## src/sv/smx_pkg.sv

```systemverilog
// Shared types, codes, lookup tables and helpers of the sensor matrix scanner.
`timescale 1ns / 1ps

package smx_pkg;

    localparam int          ROWS           = 4;
    localparam int          COLS           = 4;
    localparam int          SQUARES        = ROWS * COLS;
    localparam logic [15:0] INTERVAL_RESET = 16'd10;
    localparam logic [2:0]  ROW_NONE       = 3'd4;

    localparam logic [1:0] OP_TICK  = 2'd0;
    localparam logic [1:0] OP_CAL   = 2'd1;
    localparam logic [1:0] OP_QUERY = 2'd2;

    localparam logic [1:0] KIND_NONE   = 2'd0;
    localparam logic [1:0] KIND_CHANGE = 2'd1;
    localparam logic [1:0] KIND_OCC    = 2'd2;
    localparam logic [1:0] KIND_CAL    = 2'd3;

    localparam logic CFG_INTERVAL = 1'b0;
    localparam logic CFG_LED      = 1'b1;

    localparam logic [3:0] LED_LUT [0:15] = '{
        4'd0, 4'd7, 4'd8, 4'd15, 4'd1, 4'd6, 4'd9, 4'd14,
        4'd2, 4'd5, 4'd10, 4'd13, 4'd3, 4'd4, 4'd11, 4'd12
    };

    // Raw square to displayed square, one table per nonzero rotation
    localparam logic [3:0] MAP_ROT1 [0:15] = '{
        4'd3, 4'd7, 4'd11, 4'd15, 4'd2, 4'd6, 4'd10, 4'd14,
        4'd1, 4'd5, 4'd9, 4'd13, 4'd0, 4'd4, 4'd8, 4'd12
    };
    localparam logic [3:0] MAP_ROT2 [0:15] = '{
        4'd15, 4'd14, 4'd13, 4'd12, 4'd11, 4'd10, 4'd9, 4'd8,
        4'd7, 4'd6, 4'd5, 4'd4, 4'd3, 4'd2, 4'd1, 4'd0
    };
    localparam logic [3:0] MAP_ROT3 [0:15] = '{
        4'd12, 4'd8, 4'd4, 4'd0, 4'd13, 4'd9, 4'd5, 4'd1,
        4'd14, 4'd10, 4'd6, 4'd2, 4'd15, 4'd11, 4'd7, 4'd3
    };

    typedef enum logic [1:0] {
        MODE_EMPTY,
        MODE_EVENTS,
        MODE_QUERY
    } t_mode;

    // One classified item handed from the front end to the back end
    typedef struct packed {
        t_mode       mode;
        logic [15:0] mask;
        logic [3:0]  act;
        logic [1:0]  rot_old;
        logic [1:0]  rot_new;
        logic        cal_valid;
        logic [1:0]  cal_col;
        logic        led_en;
        logic [2:0]  row_drive;
    } t_job;

    function automatic logic [3:0] map_square(input logic [3:0] raw, input logic [1:0] rot);
        logic [3:0] sq;
        case (rot)
            2'd1:    sq = MAP_ROT1[raw];
            2'd2:    sq = MAP_ROT2[raw];
            2'd3:    sq = MAP_ROT3[raw];
            default: sq = raw;
        endcase
        return sq;
    endfunction

    function automatic logic [3:0] low_bit(input logic [15:0] bits);
        logic [3:0] idx;
        idx = 4'd0;
        for (int k = SQUARES - 1; k >= 0; k--) begin
            if (bits[k]) idx = 4'(k);
        end
        return idx;
    endfunction

endpackage

```

## src/sv/smx_front.sv

```systemverilog
// Front end: takes items and config writes, keeps scan state, classifies items into jobs.
`timescale 1ns / 1ps

module smx_front (
    input  logic               i_clk,
    input  logic               i_rst_n,
    input  logic               i_in_valid,
    output logic               o_in_ready,
    input  logic [1:0]         i_op,
    input  logic [31:0]        i_now_ms,
    input  logic [3:0]         i_column_levels,
    input  logic               i_cfg_valid,
    output logic               o_cfg_ready,
    input  logic               i_cfg_index,
    input  logic [15:0]        i_cfg_data,
    input  logic               i_q_full,
    output logic               o_push,
    output smx_pkg::t_job      o_job
);

    logic [15:0] r_interval;
    logic        r_led_en;
    logic [31:0] r_due,       n_due;
    logic [2:0]  r_phase,     n_phase;
    logic [3:0]  r_row_bits [0:3];
    logic [3:0]  n_row_bits [0:3];
    logic [1:0]  r_rot,       n_rot;
    logic        r_calib,     n_calib;
    logic [2:0]  r_driven,    n_driven;

    logic        accept;
    logic [1:0]  row;
    logic [3:0]  act;
    logic [3:0]  diff;
    logic [3:0]  rise;
    logic [3:0]  cal_idx;
    smx_pkg::t_job job;

    assign o_in_ready  = !i_q_full;
    assign o_cfg_ready = 1'b1;
    assign accept      = i_in_valid && o_in_ready;
    assign o_push      = accept;
    assign o_job       = job;

    always_comb begin
        n_due      = r_due;
        n_phase    = r_phase;
        n_row_bits = r_row_bits;
        n_rot      = r_rot;
        n_calib    = r_calib;
        n_driven   = r_driven;
        row        = 2'd0;
        act        = ~i_column_levels;
        diff       = 4'd0;
        rise       = 4'd0;
        cal_idx    = 4'd0;

        job           = '0;
        job.mode      = smx_pkg::MODE_EMPTY;
        job.rot_old   = r_rot;
        job.led_en    = r_led_en;

        case (i_op)
            smx_pkg::OP_TICK: begin
                if (i_now_ms > r_due) begin
                    n_phase = r_phase + 3'd1;
                    n_due   = i_now_ms + {16'd0, r_interval};
                    row     = n_phase[2:1];
                    if (n_phase[0]) begin
                        n_driven = {1'b0, row};
                    end else begin
                        diff            = act ^ r_row_bits[row];
                        rise            = diff & act;
                        n_row_bits[row] = act;
                        job.act         = act;
                        if (diff != 4'd0) begin
                            job.mode = smx_pkg::MODE_EVENTS;
                            job.mask = {12'd0, diff} << {row, 2'b00};
                        end
                        // first rising bit while calibrating picks the corner
                        if (r_calib && rise != 4'd0) begin
                            cal_idx       = smx_pkg::low_bit({12'd0, rise});
                            job.cal_valid = 1'b1;
                            job.cal_col   = cal_idx[1:0];
                            n_calib       = 1'b0;
                            if (row == 2'd0 && cal_idx[1:0] == 2'd0) n_rot = 2'd0;
                            if (row == 2'd0 && cal_idx[1:0] == 2'd3) n_rot = 2'd3;
                            if (row == 2'd3 && cal_idx[1:0] == 2'd0) n_rot = 2'd1;
                            if (row == 2'd3 && cal_idx[1:0] == 2'd3) n_rot = 2'd2;
                        end
                    end
                end
            end
            smx_pkg::OP_CAL: begin
                n_calib = 1'b1;
            end
            smx_pkg::OP_QUERY: begin
                job.mask = {r_row_bits[3], r_row_bits[2], r_row_bits[1], r_row_bits[0]};
                if (job.mask != 16'd0) job.mode = smx_pkg::MODE_QUERY;
            end
            default: begin
            end
        endcase

        job.rot_new   = n_rot;
        job.row_drive = n_driven;
    end

    always_ff @(posedge i_clk) begin
        if (!i_rst_n) begin
            r_interval <= smx_pkg::INTERVAL_RESET;
            r_led_en   <= 1'b1;
            r_due      <= 32'd0;
            r_phase    <= 3'd7;
            r_row_bits <= '{default: 4'd0};
            r_rot      <= 2'd0;
            r_calib    <= 1'b0;
            r_driven   <= smx_pkg::ROW_NONE;
        end else begin
            if (i_cfg_valid) begin
                case (i_cfg_index)
                    smx_pkg::CFG_INTERVAL: r_interval <= i_cfg_data;
                    smx_pkg::CFG_LED:      r_led_en   <= i_cfg_data[0];
                    default: begin
                    end
                endcase
            end
            if (accept) begin
                r_due      <= n_due;
                r_phase    <= n_phase;
                r_row_bits <= n_row_bits;
                r_rot      <= n_rot;
                r_calib    <= n_calib;
                r_driven   <= n_driven;
            end
        end
    end

    a_drive_range: assert property (@(posedge i_clk) disable iff (!i_rst_n)
        r_driven[2] |-> r_driven[1:0] == 2'd0)
        else $error("driven row out of range");

    a_cal_sets: assert property (@(posedge i_clk) disable iff (!i_rst_n)
        accept && i_op == smx_pkg::OP_CAL |=> r_calib)
        else $error("calibration start not taken");

    a_rows_hold: assert property (@(posedge i_clk) disable iff (!i_rst_n)
        !accept |=> r_row_bits[0] == $past(r_row_bits[0])
                 && r_row_bits[3] == $past(r_row_bits[3]))
        else $error("row bits changed without an item");

endmodule

```

## src/sv/smx_queue.sv

```systemverilog
// Short job queue between the front end and the back end.
`timescale 1ns / 1ps

module smx_queue #(
    parameter int DEPTH = 2
) (
    input  logic          i_clk,
    input  logic          i_rst_n,
    input  logic          i_push,
    input  smx_pkg::t_job i_data,
    output logic          o_full,
    input  logic          i_pop,
    output logic          o_valid,
    output smx_pkg::t_job o_data
);

    localparam int PTR_W = $clog2(DEPTH);
    localparam int CNT_W = $clog2(DEPTH + 1);

    smx_pkg::t_job    r_mem [0:DEPTH-1];
    logic [PTR_W-1:0] r_wr;
    logic [PTR_W-1:0] r_rd;
    logic [CNT_W-1:0] r_count;
    logic             do_push;
    logic             do_pop;

    assign o_full  = r_count == CNT_W'(DEPTH);
    assign o_valid = r_count != '0;
    assign o_data  = r_mem[r_rd];
    assign do_push = i_push && !o_full;
    assign do_pop  = i_pop && o_valid;

    always_ff @(posedge i_clk) begin
        if (do_push) r_mem[r_wr] <= i_data;
    end

    always_ff @(posedge i_clk) begin
        if (!i_rst_n) begin
            r_wr    <= '0;
            r_rd    <= '0;
            r_count <= '0;
        end else begin
            if (do_push) r_wr <= (r_wr == PTR_W'(DEPTH - 1)) ? '0 : r_wr + 1'b1;
            if (do_pop)  r_rd <= (r_rd == PTR_W'(DEPTH - 1)) ? '0 : r_rd + 1'b1;
            case ({do_push, do_pop})
                2'b10:   r_count <= r_count + 1'b1;
                2'b01:   r_count <= r_count - 1'b1;
                default: r_count <= r_count;
            endcase
        end
    end

endmodule

```

## src/sv/smx_back.sv

```systemverilog
// Back end: walks a job's square mask and emits one result beat per cycle while its output is not stalled.
`timescale 1ns / 1ps

module smx_back (
    input  logic          i_clk,
    input  logic          i_rst_n,
    input  logic          i_q_valid,
    input  smx_pkg::t_job i_job,
    output logic          o_pop,
    output logic          o_out_valid,
    input  logic          i_out_ready,
    output logic [1:0]    o_kind,
    output logic [3:0]    o_square,
    output logic          o_rising,
    output logic          o_led_valid,
    output logic [3:0]    o_led_square,
    output logic [2:0]    o_row_drive,
    output logic [1:0]    o_rotation_now,
    output logic          o_last
);

    logic          r_busy;
    smx_pkg::t_job r_job;
    logic [15:0]   r_mask;
    logic          r_out_valid;
    logic [1:0]    r_kind;
    logic [3:0]    r_square;
    logic          r_rising;
    logic          r_led_valid;
    logic [3:0]    r_led_square;
    logic [2:0]    r_row_drive;
    logic [1:0]    r_rot_now;
    logic          r_last;

    logic          emit;
    logic [3:0]    idx;
    logic [1:0]    col;
    logic [15:0]   rest;
    logic          hit;
    logic          is_cal;
    logic [1:0]    rot;
    logic [1:0]    e_kind;
    logic [3:0]    e_square;
    logic          e_rising;
    logic          e_led_valid;
    logic [3:0]    e_led_square;
    logic          e_last;

    assign o_pop = !r_busy && i_q_valid;
    assign emit  = r_busy && (!r_out_valid || i_out_ready);

    always_comb begin
        idx          = smx_pkg::low_bit(r_mask);
        col          = idx[1:0];
        rest         = r_mask & ~(16'd1 << idx);
        hit          = r_job.act[col];
        is_cal       = r_job.cal_valid && col == r_job.cal_col;
        // squares from the calibration edge on see the new rotation
        rot          = (r_job.cal_valid && col >= r_job.cal_col) ? r_job.rot_new
                                                                   : r_job.rot_old;
        e_kind       = smx_pkg::KIND_NONE;
        e_square     = 4'd0;
        e_rising     = 1'b0;
        e_led_valid  = 1'b0;
        e_led_square = 4'd0;
        e_last       = rest == 16'd0;
        case (r_job.mode)
            smx_pkg::MODE_EVENTS: begin
                e_square = smx_pkg::map_square(idx, rot);
                if (is_cal) begin
                    e_kind   = smx_pkg::KIND_CAL;
                    e_rising = 1'b1;
                end else begin
                    e_kind       = smx_pkg::KIND_CHANGE;
                    e_rising     = hit;
                    e_led_valid  = hit && r_job.led_en;
                    e_led_square = e_led_valid ? smx_pkg::LED_LUT[idx] : 4'd0;
                end
            end
            smx_pkg::MODE_QUERY: begin
                e_kind   = smx_pkg::KIND_OCC;
                e_square = smx_pkg::map_square(idx, r_job.rot_new);
            end
            default: begin
                e_last = 1'b1;
            end
        endcase
    end

    always_ff @(posedge i_clk) begin
        if (o_pop) r_job <= i_job;
        if (emit) begin
            r_kind       <= e_kind;
            r_square     <= e_square;
            r_rising     <= e_rising;
            r_led_valid  <= e_led_valid;
            r_led_square <= e_led_square;
            r_row_drive  <= r_job.row_drive;
            r_rot_now    <= r_job.rot_new;
            r_last       <= e_last;
        end
    end

    always_ff @(posedge i_clk) begin
        if (!i_rst_n) begin
            r_busy      <= 1'b0;
            r_mask      <= 16'd0;
            r_out_valid <= 1'b0;
        end else begin
            if (o_pop) begin
                r_busy <= 1'b1;
                r_mask <= i_job.mask;
            end else if (emit) begin
                r_mask <= rest;
                if (e_last) r_busy <= 1'b0;
            end
            if (emit) r_out_valid <= 1'b1;
            else if (i_out_ready) r_out_valid <= 1'b0;
        end
    end

    assign o_out_valid    = r_out_valid;
    assign o_kind         = r_kind;
    assign o_square       = r_square;
    assign o_rising       = r_rising;
    assign o_led_valid    = r_led_valid;
    assign o_led_square   = r_led_square;
    assign o_row_drive    = r_row_drive;
    assign o_rotation_now = r_rot_now;
    assign o_last         = r_last;

    a_mask_live: assert property (@(posedge i_clk) disable iff (!i_rst_n)
        r_busy && r_job.mode != smx_pkg::MODE_EMPTY |-> r_mask != 16'd0)
        else $error("busy job with no squares left");

    a_more_pending: assert property (@(posedge i_clk) disable iff (!i_rst_n)
        r_out_valid && !r_last |-> r_busy)
        else $error("non-final beat with no job in progress");

    a_cal_beat: assert property (@(posedge i_clk) disable iff (!i_rst_n)
        r_out_valid && r_kind == smx_pkg::KIND_CAL |-> r_rising && !r_led_valid)
        else $error("calibration beat with wrong flags");

endmodule

```

## src/sv/sensor_matrix_scanner.sv

```systemverilog
// Top level of the 4x4 sensor matrix scanner.
`timescale 1ns / 1ps

// The front end takes one item per cycle while the job queue (QUEUE_DEPTH entries) has room
// and updates the scan state at once; the back end loads a job from the queue and then sends
// one result beat per cycle from its output register while the output is ready, one beat per
// square in the job's mask or a single beat for an item with no event, and loads the next job
// only after the last beat. Config writes are always ready and take effect on the next item.
module sensor_matrix_scanner #(
    parameter int QUEUE_DEPTH = 2
) (
    input  logic        i_clk,
    input  logic        i_rst_n,
    input  logic        i_in_valid,
    output logic        o_in_ready,
    input  logic [1:0]  i_op,
    input  logic [31:0] i_now_ms,
    input  logic [3:0]  i_column_levels,
    input  logic        i_cfg_valid,
    output logic        o_cfg_ready,
    input  logic        i_cfg_index,
    input  logic [15:0] i_cfg_data,
    output logic        o_out_valid,
    input  logic        i_out_ready,
    output logic [1:0]  o_kind,
    output logic [3:0]  o_square,
    output logic        o_rising,
    output logic        o_led_valid,
    output logic [3:0]  o_led_square,
    output logic [2:0]  o_row_drive,
    output logic [1:0]  o_rotation_now,
    output logic        o_last
);

    logic          q_full;
    logic          q_push;
    logic          q_valid;
    logic          q_pop;
    smx_pkg::t_job push_job;
    smx_pkg::t_job head_job;

    smx_front u_front (
        .i_clk           (i_clk),
        .i_rst_n         (i_rst_n),
        .i_in_valid      (i_in_valid),
        .o_in_ready      (o_in_ready),
        .i_op            (i_op),
        .i_now_ms        (i_now_ms),
        .i_column_levels (i_column_levels),
        .i_cfg_valid     (i_cfg_valid),
        .o_cfg_ready     (o_cfg_ready),
        .i_cfg_index     (i_cfg_index),
        .i_cfg_data      (i_cfg_data),
        .i_q_full        (q_full),
        .o_push          (q_push),
        .o_job           (push_job)
    );

    smx_queue #(
        .DEPTH (QUEUE_DEPTH)
    ) u_queue (
        .i_clk   (i_clk),
        .i_rst_n (i_rst_n),
        .i_push  (q_push),
        .i_data  (push_job),
        .o_full  (q_full),
        .i_pop   (q_pop),
        .o_valid (q_valid),
        .o_data  (head_job)
    );

    smx_back u_back (
        .i_clk          (i_clk),
        .i_rst_n        (i_rst_n),
        .i_q_valid      (q_valid),
        .i_job          (head_job),
        .o_pop          (q_pop),
        .o_out_valid    (o_out_valid),
        .i_out_ready    (i_out_ready),
        .o_kind         (o_kind),
        .o_square       (o_square),
        .o_rising       (o_rising),
        .o_led_valid    (o_led_valid),
        .o_led_square   (o_led_square),
        .o_row_drive    (o_row_drive),
        .o_rotation_now (o_rotation_now),
        .o_last         (o_last)
    );

endmodule

```

## config.mk

```make
export PLATFORM = sky130hd
export DESIGN_NAME = sensor_matrix_scanner
export DESIGN_NICKNAME = d
export VERILOG_FILES = /design/src/sv/smx_pkg.sv /design/src/sv/smx_front.sv /design/src/sv/smx_queue.sv /design/src/sv/smx_back.sv /design/src/sv/sensor_matrix_scanner.sv
export SDC_FILE = /design/constraint.sdc
export NUM_CORES = 1
export LEC_CHECK = 0
export ABC_AREA = 1
export BUFFER_PORTS_ARGS = -buffer_cell sky130_fd_sc_hd__buf_4
export CORE_MARGIN = 2
export CORE_UTILIZATION = 65
export DETAILED_ROUTE_END_ITERATION = 6
export PLACE_DENSITY = 0.91
export SYNTH_ARGS = -nofsm -noshare
export SYNTH_HDL_FRONTEND = slang
export SYNTH_SLANG_ARGS = --single-unit
```

## constraint.sdc

```tcl
create_clock -name i_clk -period 5.9 [get_ports i_clk]
set_input_delay 1.18 -clock i_clk [delete_from_list [all_inputs] [get_ports i_clk]]
set_output_delay 1.18 -clock i_clk [all_outputs]
set_load 0.01 [all_outputs]
```

==> results.txt <==
Max Cap Viol: 0
critical path class: reg2reg
H-tree levels: 4
Clock Path Buffers: 2
residual DRC count: 0
post-layout util: 74.2%
vias after detailed routing: 8632
sequential area share after synthesis: 47.9%
Total Neg Setup Slack: 0 ns
worst vdd ir: 519 uV
iteration-0 DRC count of the detailed router: 694
WL per Instance: 15.8 um
Setup-failing EPs final: 0
row count: 46
commonest non-fill, non-tap cell in the layout: nand2_1
f_max: 257 MHz
Pre-Repair DR Iteration Count: 5
placed insts: 1459
Worst Reg-to-Reg Cells: 18
post-route antenna net violation count: 0
Syn Area/Cell: 8.70 um2
I/O Buffers: 79
xor/xnor share of the synthesized area: 2.36%
final RePlAce weighted congestion: 0.913
Pleak: 4.95 nW
reg-to-reg critical path startpoint: u_front.r_phase[0]
Hold Buf Count CTS: 0
cell area after synthesis: 10400 um2
worst min path class: reg2reg
Top FF cell, synth: edfxtp_1
largest cells by area after synthesis: edfxtp_1 29%, dfxtp_1 19%, nand2_1 7.8%
NumNets Final: 1381
total grt overflow: 0
Chip Height: 130 um
GR Util met2: 50.5%
Slew @ Worst Pin: 1.05 ns
compound-gate portion of the synthesized area: 14.7%
ys async rst share: 0%
period utilization: 65.9%
CTS sink count: 198
CTS tree: yes
R2R Path End: u_front.r_rot[0]
Hold Crit Start: u_back.r_job[0]
first-pass GRT wire length: 37900 um
layout cell share with drive strength beyond 1: 13.3%
Critical Path RT: 6.23 ns
CTS Buf Count: 17
M1 GR Usage: 33.2%
GRT Total Usage: 28.4%
Area growth, synth to finish: 12.7%
antenna cells: 0
main combinational cell family by area after synthesis: simple AND/OR/NAND/NOR gates
Synth Area in Simple Gates: 18.6%
fill count: 1129
Root Buffer: clkbuf_16
adder-cell share of the synthesized area: 7.18%
most frequent cells in the layout: 217 x nand2_1, 152 x inv_1, 101 x nor2_1, 101 x edfxtp_1, 97 x dfxtp_1
post-CTS setup buffer count: 0
Post-DP HPWL: 16300 um
Synth cell types: 52
mux cell area share after synthesis: 1.84%
status: finished, final reports clean
R2R Setup Slk: 2.01 ns
antenna violations before repair: 0
Mapped Nets: 1313
Post-synth EDFFs: 101
largest net degree at the start of global routing: 72
vias in the first global route: 8220
Layout Skew: 0.00691 ns
Skew-Pair Late Insertion Delay: 0.44 ns
Min Clock Period, post-route: 3.89 ns
Worst setup EP type: flop
cell taking the most area after synthesis: edfxtp_1
via/cell ratio: 5.79
Pwr per Cell Area: 452 nW/um2
post-route insts no fill: 1491
Rel. slew slack: 29.8%
unrepaired setup endpoints after global routing: no
Synth warnings: 0
die width: 130 um
Final Max Slew Viols: 0
Initial Util: 65.8%
die area: 17000 um2
share of the synthesized area in the top cell type: 29.2%
crit path launch type: flop
CP arrival: 4.22 ns
Final Hold Vio Count: 0
Crit Path Max Fanout: 12
Clock transition at path regs: 0.07 ns
io pins: 81
routed wire length: 23600 um
GRT Max-Usage Layer: met2
Seq cells post-synth: 198
met3 GRT Util: 5.99%
endpoint of the worst hold path: u_back.o_row_drive[0]
post_cts resized: 0
core area: 15800 um2
cells after synthesis: 1194
worst hold stages: 0
-- worst max path at each step --
stage / slack, ns / start / endpoint
detailed placement: 2.02 / i_now_ms[1] / u_front.r_due[20]
global placement: 2.12 / i_now_ms[15] / u_front.r_due[17]
finish: 2.01 / u_front.r_phase[0] / u_front.r_rot[0]
global route: 1.83 / u_front.r_phase[0] / u_front.r_rot[0]
CTS: 2.10 / u_front.r_phase[0] / u_front.r_rot[0]
floorplan: 2.70 / i_now_ms[0] / u_front.r_due[30]
-- registers in the layout, indices dropped and copies added, names as in the netlist, 4 cells and up, named ones only --
| name | cells |
|---|---|
| u_queue.r_mem | 66 |
| u_front.r_due | 32 |
| u_back.r_job | 17 |
| u_back.r_mask | 16 |
| u_front.r_interval | 16 |
| u_front.r_row_bits | 16 |
| u_back.o_led_square | 4 |
| u_back.o_square | 4 |
-- through the flow --
step / area (um2) / setup slack (ns) / total power, W / hold slack, ns
finish: 11700 / 2.01 / 0.00529 / 0.425
global route: 11700 / 1.83 / 0.00561 / 0.442
CTS: 11700 / 2.10 / 0.00527 / 0.429
detailed placement: 11100 / 2.02 / 0.00412 / 0.409
global placement: 11100 / 2.12 / 0.00403 / 0.408
floorplan: 10400 / 2.70 / 0.00354 / 0.400
-- report_power, final --
group / internal (W) / switching [W]
Combinational: 0.000723 / 0.00148
Clock: 0.000595 / 0.000542
Sequential: 0.00179 / 0.000165
-- synth_stat cells, types with 20 or more instances --
cell type,number
a21oi_1,97
clkbuf_1,23
dfxtp_1,97
edfxtp_1,101
ha_1,58
inv_1,152
nand2_1,217
nand3_1,53
nor2_1,104
o211ai_1,20
o21ai_0,94
-- critical path, stage by stage (launching register included) --
cell and delay (ns):
dfxtp_1 0.39, ha_1 0.24, or2_2 0.27, nand2_1 0.31, inv_1 0.29, nor2_1 0.39, inv_1 0.20, o21a_1 0.21
o221ai_1 0.08, ha_1 0.24, nor2_1 0.07, o21bai_1 0.26, nand3_1 0.15, nand2_1 0.10, nand3_1 0.07, nand3_1 0.11
nand2_1 0.11, o21ai_0 0.22, inv_1 0.07
-- layer usage --
metal  wire length [um]  share of wire (%)  vias up
met5                  0                  0        -
met4                732                3.1        0
met3               1410                6.0       69
met2              12000                 51      356
met1               9460                 40     3999
li1                   -                  -     4208
-- cell families after synthesis --
family / count (synthesis)
other: 1
AO/OA/AOI/OAI: 266
buffers and inverters: 192
XOR/XNOR: 28
adder cells (fa/ha/maj): 59
multiplexers: 17
flip-flops: 198
AND/OR/NAND/NOR: 433
-- final cells by class --
cell class,instances,area (um2),share of cell area [%]
Timing Repair Buffer,86,646,5.52
Multi-Input combinational cell,804,4660,39.8
Sequential cell,198,4970,42.5
Tap cell,216,270,2.31
Clock buffer,18,429,3.67
Inverter,155,582,4.97
Clock inverter,14,141,1.21
No activity file was read; power rests on OpenSTA's default activity.
